File: src/sv/qenc_pkg.sv
// qenc_pkg: shared types, constants, saturation helper and the microprogram
// for the encoder angle and speed estimator. No dependencies.
package qenc_pkg;

   localparam int POS_W      = 16;
   localparam int COUNT_BITS = 16;
   localparam logic [POS_W-1:0] COUNT_MASK = POS_W'((64'd1 << COUNT_BITS) - 64'd1);

   localparam int PP_W   = 6;
   localparam int CPR_W  = 16;
   localparam int COEF_W = 18;
   localparam int ANG_W  = 19;
   localparam int WORD_W = 32;
   localparam int CSR_IDX_W = 3;

   localparam int MUL_W  = 33;             // signed operand width
   localparam int PROD_W = 2 * MUL_W;
   localparam int ACC_W  = 52;

   localparam int REQ_DATA_W = 16;
   localparam int REQ_USER_W = 2;
   localparam int RSP_DATA_W = 136;

   localparam logic [WORD_W-1:0] TWO_PI_Q29         = 32'd3373259426;
   localparam logic [WORD_W-1:0] TWO_PI_OVER_60_Q32 = 32'd449767924;

   localparam logic [PP_W-1:0]   PP_RESET   = 6'd3;
   localparam logic [CPR_W-1:0]  CPR_RESET  = 16'd14400;
   localparam logic [WORD_W-1:0] INV_RESET  = 32'd298262;

   typedef enum logic [CSR_IDX_W-1:0] {
      CSR_POLE_CNT     = 3'd0,
      CSR_COUNTS_REV   = 3'd1,
      CSR_INV_COUNTS   = 3'd2,
      CSR_RPM_PER_CNT  = 3'd3,
      CSR_FILTER_A     = 3'd4,
      CSR_FILTER_B     = 3'd5
   } csr_idx_type;

   typedef enum logic {
      SEQ_IDLE,
      SEQ_RUN
   } seq_state_type;

   // multiplier operand pair for a step
   typedef enum logic [3:0] {
      MUL_NONE,
      MUL_FRAC,     // position * inv_counts_per_rev
      MUL_RAW,      // corrected diff * rpm_per_count
      MUL_EFRAC,    // mech fraction * pole count
      MUL_MANG,     // mech fraction * 2pi
      MUL_EANG,     // elec fraction * 2pi
      MUL_FA,       // filter_a * lowpass
      MUL_FB,       // filter_b * (raw + previous raw)
      MUL_MECH,     // lowpass * 2pi/60
      MUL_ELEC      // mech speed * pole count
   } mul_sel_type;

   // where the product of the previous step goes
   typedef enum logic [3:0] {
      WB_NONE,
      WB_FRAC,
      WB_RAW,
      WB_EFRAC,
      WB_MANG,
      WB_EANG,
      WB_ACC,
      WB_LOW,
      WB_MECH,
      WB_ELEC
   } wb_sel_type;

   typedef enum logic [1:0] {
      JMP_NEXT,
      JMP_NO_STROBE,   // skip the speed update
      JMP_EMIT         // end of program, hand result to the output register
   } jmp_type;

   typedef struct packed {
      mul_sel_type mul;
      wb_sel_type  wb;
      jmp_type     jmp;
   } ucode_type;

   localparam int STEP_W = 4;
   localparam logic [STEP_W-1:0] STEP_FIRST = 4'd0;
   localparam logic [STEP_W-1:0] STEP_DONE  = 4'd12;

   function automatic ucode_type ucode_rom(input logic [STEP_W-1:0] step);
      ucode_type uc;
      unique case (step)
         4'd0:    uc = '{MUL_FRAC,  WB_NONE,  JMP_NEXT};
         4'd1:    uc = '{MUL_RAW,   WB_FRAC,  JMP_NEXT};
         4'd2:    uc = '{MUL_EFRAC, WB_RAW,   JMP_NEXT};
         4'd3:    uc = '{MUL_MANG,  WB_EFRAC, JMP_NEXT};
         4'd4:    uc = '{MUL_EANG,  WB_MANG,  JMP_NEXT};
         4'd5:    uc = '{MUL_FA,    WB_EANG,  JMP_NO_STROBE};
         4'd6:    uc = '{MUL_FB,    WB_ACC,   JMP_NEXT};
         4'd7:    uc = '{MUL_NONE,  WB_LOW,   JMP_NEXT};
         4'd8:    uc = '{MUL_MECH,  WB_NONE,  JMP_NEXT};
         4'd9:    uc = '{MUL_NONE,  WB_MECH,  JMP_NEXT};
         4'd10:   uc = '{MUL_ELEC,  WB_NONE,  JMP_NEXT};
         4'd11:   uc = '{MUL_NONE,  WB_ELEC,  JMP_NEXT};
         default: uc = '{MUL_NONE,  WB_NONE,  JMP_EMIT};
      endcase
      return uc;
   endfunction

   function automatic logic signed [WORD_W-1:0] sat32(input logic signed [PROD_W-1:0] v);
      logic signed [PROD_W-1:0] max_v;
      logic signed [PROD_W-1:0] min_v;
      max_v = 66'sd2147483647;
      min_v = -66'sd2147483648;
      if (v > max_v) begin
         return 32'sh7FFF_FFFF;
      end else if (v < min_v) begin
         return 32'sh8000_0000;
      end
      return v[WORD_W-1:0];
   endfunction

endpackage

File: src/sv/encoder_angle_speed_estimator.sv
// encoder_angle_speed_estimator: top level, microcoded sequencer around one
// shared 33x33 signed multiplier. Depends on qenc_pkg.
//
//   channel | dir | handshake          | payload
//   --------+-----+--------------------+---------------------------------------------
//   req     | in  | req_tvalid/tready  | tdata: position_count; tuser: direction, sample
//   rsp     | out | rsp_tvalid/tready  | tdata: angles, rpm_filtered, mech/elec speed
//   csr     | in  | csr_we             | csr_addr register index, csr_wdata value
//
// An item runs its microprogram steps in order after the accept cycle, the speed-update
// steps being skipped without speed_sample, all of them sharing the one multiplier;
// no new item is accepted until the sequencer is back in idle.
// Synchronous active-high reset restores the register defaults and zeros the speed state.
// A finished result waits in the output register; the next item is accepted meanwhile,
// and the sequencer holds on its last step only if that register is still occupied.
module encoder_angle_speed_estimator (
   input  logic                             clock,
   input  logic                             reset,
   input  logic                             req_tvalid,
   output logic                             req_tready,
   input  logic [qenc_pkg::REQ_DATA_W-1:0]  req_tdata,  // [15:0] position_count
   input  logic [qenc_pkg::REQ_USER_W-1:0]  req_tuser,  // [0] direction_forward, [1] speed_sample
   output logic                             rsp_tvalid,
   input  logic                             rsp_tready,
   // [18:0] mech_angle, [37:19] elec_angle, [69:38] rpm_filtered,
   // [101:70] mech_speed, [133:102] elec_speed, [135:134] zero
   output logic [qenc_pkg::RSP_DATA_W-1:0]  rsp_tdata,
   input  logic                             csr_we,
   input  logic [qenc_pkg::CSR_IDX_W-1:0]   csr_addr,
   input  logic [31:0]                      csr_wdata
);
   import qenc_pkg::*;

   // configuration
   logic [PP_W-1:0]          poles_ff;
   logic [CPR_W-1:0]         cpr_ff;
   logic [WORD_W-1:0]        inv_cpr_ff;
   logic [WORD_W-1:0]        rpm_per_cnt_ff;
   logic signed [COEF_W-1:0] filt_a_ff;
   logic signed [COEF_W-1:0] filt_b_ff;

   // speed state
   logic [POS_W-1:0]         sampled_ff;
   logic signed [WORD_W-1:0] low_ff;
   logic signed [WORD_W-1:0] prev_ff;
   logic signed [WORD_W-1:0] mech_ff;
   logic signed [WORD_W-1:0] elec_ff;

   // sequencer
   seq_state_type     state_ff, state_in;
   logic [STEP_W-1:0] step_ff, step_in;
   ucode_type         uc;
   logic              accept;
   logic              emit;
   logic              out_free;

   // item and scratch registers
   logic [POS_W-1:0]         pos_ff;
   logic                     fwd_ff;
   logic                     strobe_ff;
   logic [WORD_W-1:0]        frac_ff;
   logic [WORD_W-1:0]        efrac_ff;
   logic [ANG_W-1:0]         mang_ff;
   logic [ANG_W-1:0]         eang_ff;
   logic signed [WORD_W-1:0] raw_ff;
   logic signed [ACC_W-1:0]  acc_ff;
   logic signed [PROD_W-1:0] prod_ff;

   logic signed [MUL_W-1:0]  op_a;
   logic signed [MUL_W-1:0]  op_b;
   logic signed [17:0]       diff_raw;
   logic signed [17:0]       diff;
   logic signed [MUL_W-1:0]  raw_sum;
   logic signed [ACC_W:0]    acc_sum;
   logic signed [ACC_W-16:0] acc_shr;

   logic                     rsp_tvalid_ff;
   logic [RSP_DATA_W-1:0]    rsp_tdata_ff;

   assign uc       = ucode_rom(step_ff);
   assign out_free = !rsp_tvalid_ff || rsp_tready;

   // ---------------- configuration writes
   always_ff @(posedge clock) begin
      if (reset) begin
         poles_ff       <= PP_RESET;
         cpr_ff         <= CPR_RESET;
         inv_cpr_ff     <= INV_RESET;
         rpm_per_cnt_ff <= '0;
         filt_a_ff      <= '0;
         filt_b_ff      <= '0;
      end else if (csr_we) begin
         unique case (csr_addr)
            CSR_POLE_CNT:    poles_ff       <= csr_wdata[PP_W-1:0];
            CSR_COUNTS_REV:  cpr_ff         <= csr_wdata[CPR_W-1:0];
            CSR_INV_COUNTS:  inv_cpr_ff     <= csr_wdata;
            CSR_RPM_PER_CNT: rpm_per_cnt_ff <= csr_wdata;
            CSR_FILTER_A:    filt_a_ff      <= csr_wdata[COEF_W-1:0];
            CSR_FILTER_B:    filt_b_ff      <= csr_wdata[COEF_W-1:0];
            default: ;
         endcase
      end
   end

   // ---------------- sequencer control
   always_comb begin
      state_in = state_ff;
      step_in  = step_ff;
      unique case (state_ff)
         SEQ_IDLE: begin
            if (req_tvalid) begin
               state_in = SEQ_RUN;
               step_in  = STEP_FIRST;
            end
         end
         SEQ_RUN: begin
            unique case (uc.jmp)
               JMP_NEXT:      step_in = step_ff + 1'b1;
               JMP_NO_STROBE: step_in = strobe_ff ? step_ff + 1'b1 : STEP_DONE;
               JMP_EMIT: begin
                  if (out_free) begin
                     state_in = SEQ_IDLE;
                  end
               end
               default: step_in = STEP_DONE;
            endcase
         end
         default: state_in = SEQ_IDLE;
      endcase
   end

   always_comb begin
      req_tready = 1'b0;
      emit       = 1'b0;
      unique case (state_ff)
         SEQ_IDLE: req_tready = 1'b1;
         SEQ_RUN:  emit = (uc.jmp == JMP_EMIT) && out_free;
         default: ;
      endcase
   end

   assign accept = req_tvalid && req_tready;

   always_ff @(posedge clock) begin
      if (reset) begin
         state_ff <= SEQ_IDLE;
         step_ff  <= STEP_FIRST;
      end else begin
         state_ff <= state_in;
         step_ff  <= step_in;
      end
   end

   always_ff @(posedge clock) begin
      if (accept) begin
         pos_ff    <= req_tdata[POS_W-1:0] & COUNT_MASK;
         fwd_ff    <= req_tuser[0];
         strobe_ff <= req_tuser[1];
      end
   end

   // ---------------- datapath
   // wrap correction: the count difference follows the reported direction
   assign diff_raw = $signed({2'b00, pos_ff}) - $signed({2'b00, sampled_ff});
   always_comb begin
      priority if (fwd_ff && diff_raw < 0) begin
         diff = diff_raw + $signed({2'b00, cpr_ff});
      end else if (!fwd_ff && diff_raw > 0) begin
         diff = diff_raw - $signed({2'b00, cpr_ff});
      end else begin
         diff = diff_raw;
      end
   end

   assign raw_sum = {raw_ff[WORD_W-1], raw_ff} + {prev_ff[WORD_W-1], prev_ff};

   always_comb begin
      op_a = '0;
      op_b = '0;
      unique case (uc.mul)
         MUL_NONE: ;
         MUL_FRAC: begin
            op_a = {{(MUL_W-POS_W){1'b0}}, pos_ff};
            op_b = {1'b0, inv_cpr_ff};
         end
         MUL_RAW: begin
            op_a = {{(MUL_W-18){diff[17]}}, diff};
            op_b = {1'b0, rpm_per_cnt_ff};
         end
         MUL_EFRAC: begin
            op_a = {1'b0, frac_ff};
            op_b = {{(MUL_W-PP_W){1'b0}}, poles_ff};
         end
         MUL_MANG: begin
            op_a = {1'b0, frac_ff};
            op_b = {1'b0, TWO_PI_Q29};
         end
         MUL_EANG: begin
            op_a = {1'b0, efrac_ff};
            op_b = {1'b0, TWO_PI_Q29};
         end
         MUL_FA: begin
            op_a = {{(MUL_W-COEF_W){filt_a_ff[COEF_W-1]}}, filt_a_ff};
            op_b = {low_ff[WORD_W-1], low_ff};
         end
         MUL_FB: begin
            op_a = {{(MUL_W-COEF_W){filt_b_ff[COEF_W-1]}}, filt_b_ff};
            op_b = raw_sum;
         end
         MUL_MECH: begin
            op_a = {low_ff[WORD_W-1], low_ff};
            op_b = {1'b0, TWO_PI_OVER_60_Q32};
         end
         MUL_ELEC: begin
            op_a = {mech_ff[WORD_W-1], mech_ff};
            op_b = {{(MUL_W-PP_W){1'b0}}, poles_ff};
         end
         default: ;
      endcase
   end

   always_ff @(posedge clock) begin
      prod_ff <= op_a * op_b;
   end

   // filter accumulate; the bit-select is a floor shift by 16
   assign acc_sum = {acc_ff[ACC_W-1], acc_ff} + {prod_ff[ACC_W-1], prod_ff[ACC_W-1:0]};
   assign acc_shr = acc_sum[ACC_W:16];

   always_ff @(posedge clock) begin
      if (state_ff == SEQ_RUN) begin
         unique case (uc.wb)
            WB_FRAC:  frac_ff  <= prod_ff[WORD_W-1:0];
            WB_RAW:   raw_ff   <= sat32(prod_ff);
            WB_EFRAC: efrac_ff <= prod_ff[WORD_W-1:0];
            WB_MANG:  mang_ff  <= prod_ff[63:45];
            WB_EANG:  eang_ff  <= prod_ff[63:45];
            WB_ACC:   acc_ff   <= prod_ff[ACC_W-1:0];
            default: ;
         endcase
      end
   end

   always_ff @(posedge clock) begin
      if (reset) begin
         sampled_ff <= '0;
         low_ff     <= '0;
         prev_ff    <= '0;
         mech_ff    <= '0;
         elec_ff    <= '0;
      end else if (state_ff == SEQ_RUN) begin
         unique case (uc.wb)
            WB_LOW: begin
               low_ff     <= sat32({{(PROD_W-ACC_W+15){acc_shr[ACC_W-16]}}, acc_shr});
               prev_ff    <= raw_ff;
               sampled_ff <= pos_ff;
            end
            WB_MECH: mech_ff <= prod_ff[63:32];
            WB_ELEC: elec_ff <= sat32(prod_ff);
            default: ;
         endcase
      end
   end

   // ---------------- output register
   always_ff @(posedge clock) begin
      if (reset) begin
         rsp_tvalid_ff <= 1'b0;
      end else if (emit) begin
         rsp_tvalid_ff <= 1'b1;
      end else if (rsp_tready) begin
         rsp_tvalid_ff <= 1'b0;
      end
   end

   always_ff @(posedge clock) begin
      if (emit) begin
         rsp_tdata_ff <= {2'b00, elec_ff, mech_ff, low_ff, eang_ff, mang_ff};
      end
   end

   assign rsp_tvalid = rsp_tvalid_ff;
   assign rsp_tdata  = rsp_tdata_ff;

endmodule

File: config.mk
export PLATFORM = sky130hd
export DESIGN_NAME = encoder_angle_speed_estimator
export DESIGN_NICKNAME = d
export VERILOG_FILES = /design/src/sv/qenc_pkg.sv /design/src/sv/encoder_angle_speed_estimator.sv
export SDC_FILE = /design/constraint.sdc
export NUM_CORES = 2
export LEC_CHECK = 0
export BUFFER_PORTS_ARGS = -buffer_cell sky130_fd_sc_hd__buf_2
export CAP_MARGIN = 20
export CORE_ASPECT_RATIO = 0.6
export CORE_MARGIN = 5
export CORE_UTILIZATION = 25
export CTS_BUF_LIST = sky130_fd_sc_hd__clkbuf_2 sky130_fd_sc_hd__clkbuf_4 sky130_fd_sc_hd__clkbuf_8
export CTS_CLUSTER_DIAMETER = 80
export CTS_CLUSTER_SIZE = 20
export DETAILED_ROUTE_END_ITERATION = 10
export PLACE_DENSITY = 0.48
export SLEW_MARGIN = 10
export SYNTH_ARGS = -nofsm -noshare
export SYNTH_HDL_FRONTEND = slang
export SYNTH_SLANG_ARGS = --single-unit
export TNS_END_PERCENT = 5
File: constraint.sdc
create_clock -name clock -period 21.5 [get_ports clock]
set_clock_uncertainty 0.15 [all_clocks]
set_input_delay 1.075 -clock clock [delete_from_list [all_inputs] [get_ports clock]]
set_output_delay 1.075 -clock clock [all_outputs]
set_load 0.005 [all_outputs]
# Word-level counts from Yosys, hierarchy flattened
# Memory sizes are Yosys's and may differ from the RTL's. A register that Yosys moved wholly into a read port is not among the register bits.
# Cells that the tools add are included.
# Widths: inputs -> output; s select.
# totals
regBits	676
rom_bits	160
in_bits	58
output_inout_bits	138
wordCells	133
memories	1
# op_classes
addsub	6
n_mul	1
order_cmp	6
n_eq_ne	27
n_mux	37
bitwise_logic	1
n_reduce_logical	29
# mem_list
name	words	width	read_ports	rd_clocked_by_memory_dff	write_ports	line_no	rtl
(name not given)	16	10	1	1	0	qenc_pkg.sv:91	unique case (step)
# op_table
cell	count
$pmux 33 s8	1
$pmux 33 s7	1
$mux 32	7
$gt 66x32->1 const B	1
$lt 66x32->1 const B	1
$mul 33x33->66	1
$add 52x52->53	1
$gt 37x32->1 const B	1
$lt 37x32->1 const B	1
$mux 18	2
$add 32x32->33	1
$eq 4x3->1 const B	8
$reduce_and 2->1	16
$mux 1	19
$add 17x17->18	1
$sub 17x17->18	1
$gt 17x1->1 const B	1
$lt 17x1->1 const B	1
$sub 16x16->17	1
$eq 4x2->1 const B	4
$eq 4x4->1 const B	4
$mux 4	4
$pmux 4 s3	1
$eq 4x1->1 const B	2
other kinds (17)	26

# Logic depth before layout (Yosys ltp)
# logic_depth
ltp_word	8
mapped_depth	55
depth_no_buf	51

# Worst setup path after synthesis
# No wires, ideal clock.
# synth_path
kind	register -> register
from	reg pos_ff[1]
to	reg prod_ff[62]
setup_ps	127
arrival_ps	11276
t_required_ps	21223
path_slack_ps	9948
path_stages_with_launch	50
path_buffers	2
period_less_slack_ps	11552
cell_sequence	edfxtp_1 ha_1 nor2b_1 o21a_1 o21ai_1 a21oi_1 o21a_1 or3_1 and2_1 ha_1 a21oi_1 nor2_1 a21oi_1 nand2b_1 a21o_1 a21o_1 a21oi_1 xnor2_1 [... 14 more ...] fa_1 fa_1 inv_1 fa_1 inv_1 ha_1 and2_1 a221o_1 a221oi_1 o22ai_1 a31o_2 o2bb2ai_1 a41o_1 o2bb2ai_1 o41ai_1 o221a_2 o21ai_0 xor2_1
# synth_between
elab_chain_cells	7
word_cells_on_any_way	11
cone_classes	add/sub: 3; mul: 1; order compare: 2; mux: 3; reduce/logical: 2
# synth_rtl
item	line_no	rtl
from (decl)	encoder_angle_speed_estimator.sv:58	logic [POS_W-1:0] pos_ff;
from (signal assigned)	encoder_angle_speed_estimator.sv:156	pos_ff <= req_tdata[POS_W-1:0] & COUNT_MASK;
$sub 16x16->17	encoder_angle_speed_estimator.sv:164	assign diff_raw = $signed({2'b00, pos_ff}) - $signed({2'b00, sampled_ff});
$gt 17x1->1	encoder_angle_speed_estimator.sv:168	end else if (!fwd_ff && diff_raw > 0) begin
$logic_and 1x1->1	encoder_angle_speed_estimator.sv:168	
$mux 18	encoder_angle_speed_estimator.sv:168	
$mux 18	encoder_angle_speed_estimator.sv:166	priority if (fwd_ff && diff_raw < 0) begin
$pmux 33 s8 (*)	encoder_angle_speed_estimator.sv:180	unique case (uc.mul)
$mul 33x33->66 (*)	encoder_angle_speed_estimator.sv:223	prod_ff <= op_a * op_b;
to (signal assigned)	encoder_angle_speed_estimator.sv:223	
to (decl)	encoder_angle_speed_estimator.sv:67	logic signed [PROD_W-1:0] prod_ff;
# Mark *: on every way between the ends. The rest lies on a longest branch, timed or not.
# A chain may end at the register's enable or synchronous reset.

# Final worst setup path
# layout_path
from	reg pos_ff[0]
to	reg prod_ff[65]
# The elaborated chain is that of the path after synthesis.

==> metrics <==
outcome=complete, no violations; r2r setup slk=7320 ps; IO buf count=193; via count=53700; initial antenna violation count=18; cell area after layout=0.0754 mm^2; TritonCTS buffer count=41; die footprint=0.286 mm^2; routed len/inst=25.1 um; Seq pwr share=24.2%; std cell rows=149; CP most frequent cell=fa_1; Leak=32.6 nW; crit share post-route=65.9%; post-CTS resize count=0; Net Sw Frac=51.8%; EDFF count, synth=338; max reg flops=134; CTS Sinks=686; placed inst area=0.0744 mm^2; Synth Cell Area=0.0689 mm^2; Slew HR=8.73%; RSZ-0062 raised after global routing=false; critical path arrival=14680 ps; clk root buf=clkbuf_8; R2R cell count=50; Worst Tran Pin Value=1370 ps; CTS max path bufs=3; final count of negative-setup-slack endpoints=0; CTS tree=yes; Pre-antenna DRT Iters=7; Total GRT Usage=19.1%; non-filler cells, final=11000; CP Launch Point=pos_ff[0]$_DFFE_PP_; num ports=196; drt total wl=277 mm; clock slew at reported path FFs=140 ps; CP endpoint kind=flip-flop; Main synth FF type=dfxtp_1; vias in the first global route=53000; nets@finish=8870; dpl hpwl=225 mm; postcts setup bufs=0; Critical path destination=prod_ff[65]$_DFF_P_; Post-Place Cells=10900; largest area contributor in the netlist=fa_1; dpl ws=7720 ps; Max Fclk=70.5 MHz; MaxCap Viol Count=0; Worst R2R End=prod_ff[65]$_DFF_P_; grt ovf=0; CTS HTree Levels=2; setup ws final=7320 ps; Die W=688 um; post-synthesis async set-or-reset flop share=0%; Area Overhead vs Synth=9.44%; Hold Buf Count CTS=0; crit-path max FO=28; Antenna Nets Post-Route=0; count of cell types in the netlist=100; YS warnings=0; First DRT Iteration DRCs=6378; worst r2r src=pos_ff[0]$_DFFE_PP_; switching pwr=3.54 mW; type of the most critical hold path=flip-flop to flip-flop; CP Data Required Time=22000 ps; Internal=3.30 mW; largest cells by area after synthesis=fa_1 (33%), edfxtp_1 (15%), dfxtp_1 (10%); Post-Route Setup TNS=0 ps; DR DRC count=0; worst skew pair latency=810 ps; WHS Path Cells=0; critical path class=flip-flop to flip-flop; most numerous cell in the Yosys netlist=inv_1; largest net degree at the start of global routing=102; Final Util=27.5%; Clock Power Share=10.6%; register area share after synthesis=24.8%; Peak VDD IR=0.000210 V; first-pass GRT wire length=399 mm; PwrDens=90.7 mW/mm^2; CORE AREA=0.275 mm^2; minimum clock period=14180 ps; Yosys top cell area share=33.4%; Cells after Synth=7272; count of pins over their slew limit=0; layout cells sized above 1=7.12%; Via-to-Cell Ratio=4.87; RePlAce Congestion=0.948; critical path launch point type=flip-flop; top cells by count, synth=inv_1 (1273), nand2_1 (1169), fa_1 (1149), nor2_1 (552), a21oi_1 (449); Mean Syn Cell Area=9.47 um^2; Fin. Hold Viols=0; Largest stage delay, worst path=770 ps; Synth Register Bits=686; Starting Density=25.1%; CP max-delay cell=and3_1; Vert. Die Dim=417 um; combinational power share=65.2%
-- power by group through the flow --
stage                     Combinational (mW)  Sequential, mW  Clock, mW
after floorplan                         2.67            1.59          0
after global placement                  4.28            1.67          0
after detailed placement                4.24            1.67          0
after CTS                               4.30            1.65      0.739
after global routing                    4.86            1.66      0.792
final                                   4.46            1.65      0.725
-- per-stage QoR --
stage                     hold slack, ps  total power [mW]
final                                268              6.84
after global routing                 242              7.31
after CTS                            226              6.69
after detailed placement             255              5.91
after global placement               250              5.95
after floorplan                      250              4.25
-- worst min-delay path by stage --
stage | startpoint | endpoint | slack [ps]
3_3_place_gp | eang_ff[0]$_DFFE_PP_ | rsp_tdata[19]$_DFFE_PP_ | 250
4_1_cts | req_tdata[11] | pos_ff[11]$_DFFE_PP_ | 230
2_1_floorplan | mang_ff[0]$_DFFE_PP_ | rsp_tdata[0]$_DFFE_PP_ | 250
6_report | elec_ff[6]$_SDFFE_PP0P_ | rsp_tdata[108]$_DFFE_PP_ | 270
5_1_grt | req_tdata[11] | pos_ff[11]$_DFFE_PP_ | 240
3_5_place_dp | eang_ff[2]$_DFFE_PP_ | rsp_tdata[21]$_DFFE_PP_ | 250
-- cells in the final DEF (no fill, tap or decap), drive strengths merged, types with 41 or more instances in the layout --
master  Yosys  routed
xor2       52      52
a21o      107     107
xnor2     110     110
inv      1273    1276
o21ai     147     147
dfxtp     348     348
and2       66      66
edfxtp    338     338
clkbuf    256      71
nand3      71      71
nand2    1170    1170
buf        98     332
nor2      552     552
fa       1149    1149
a21oi     452     452
ha        367     367
nand2b     96      96
nor2b      60      60
nor3       51      51
and3       41      41
-- final cells by class --
class / count / area, um^2
clock buffers: 69 / 781
inverters: 1274 / 4780
fillers: 29200 / 199000
repair buffers: 334 / 2120
flip-flops and latches: 686 / 17100
diodes: 6 / 15.0
multi-input cells: 4959 / 45800
well taps: 3699 / 4630
clock inverters: 7 / 101
-- per-layer routing --
layer  up-vias  GRT usage (%)  part of all wire [%]
met5         -          0.151                 0.031
li1      22900              -                     -
met2      2946           22.6                    34
met4         8           2.14                   1.1
met1     27700           30.2                    48
met3       196           10.0                    16
-- critical path: cells and delay by family (launching register included) --
kind | cells | cell delay (ps)
XOR/XNOR | 1 | 130
adder cells (fa/ha/maj) | 12 | 5540
buffers and inverters | 9 | 850
flip-flops | 1 | 420
AO/OA/AOI/OAI | 15 | 3600
AND/OR/NAND/NOR | 13 | 3280
-- logic make-up after synthesis --
group / Yosys count / synth area share (%)
AOI/OAI and AO/OA: 1039 / 9.82
xor gates and xnor gates: 162 / 2.07
adders and majority gates: 1517 / 40.1
buffers and inverters: 1628 / 9.10
DFF: 686 / 24.8
muxes: 13 / 0.194
other: 1 / 0.00544
and+or+nand+nor: 2226 / 13.9
Power figures use the tool's default switching activity.
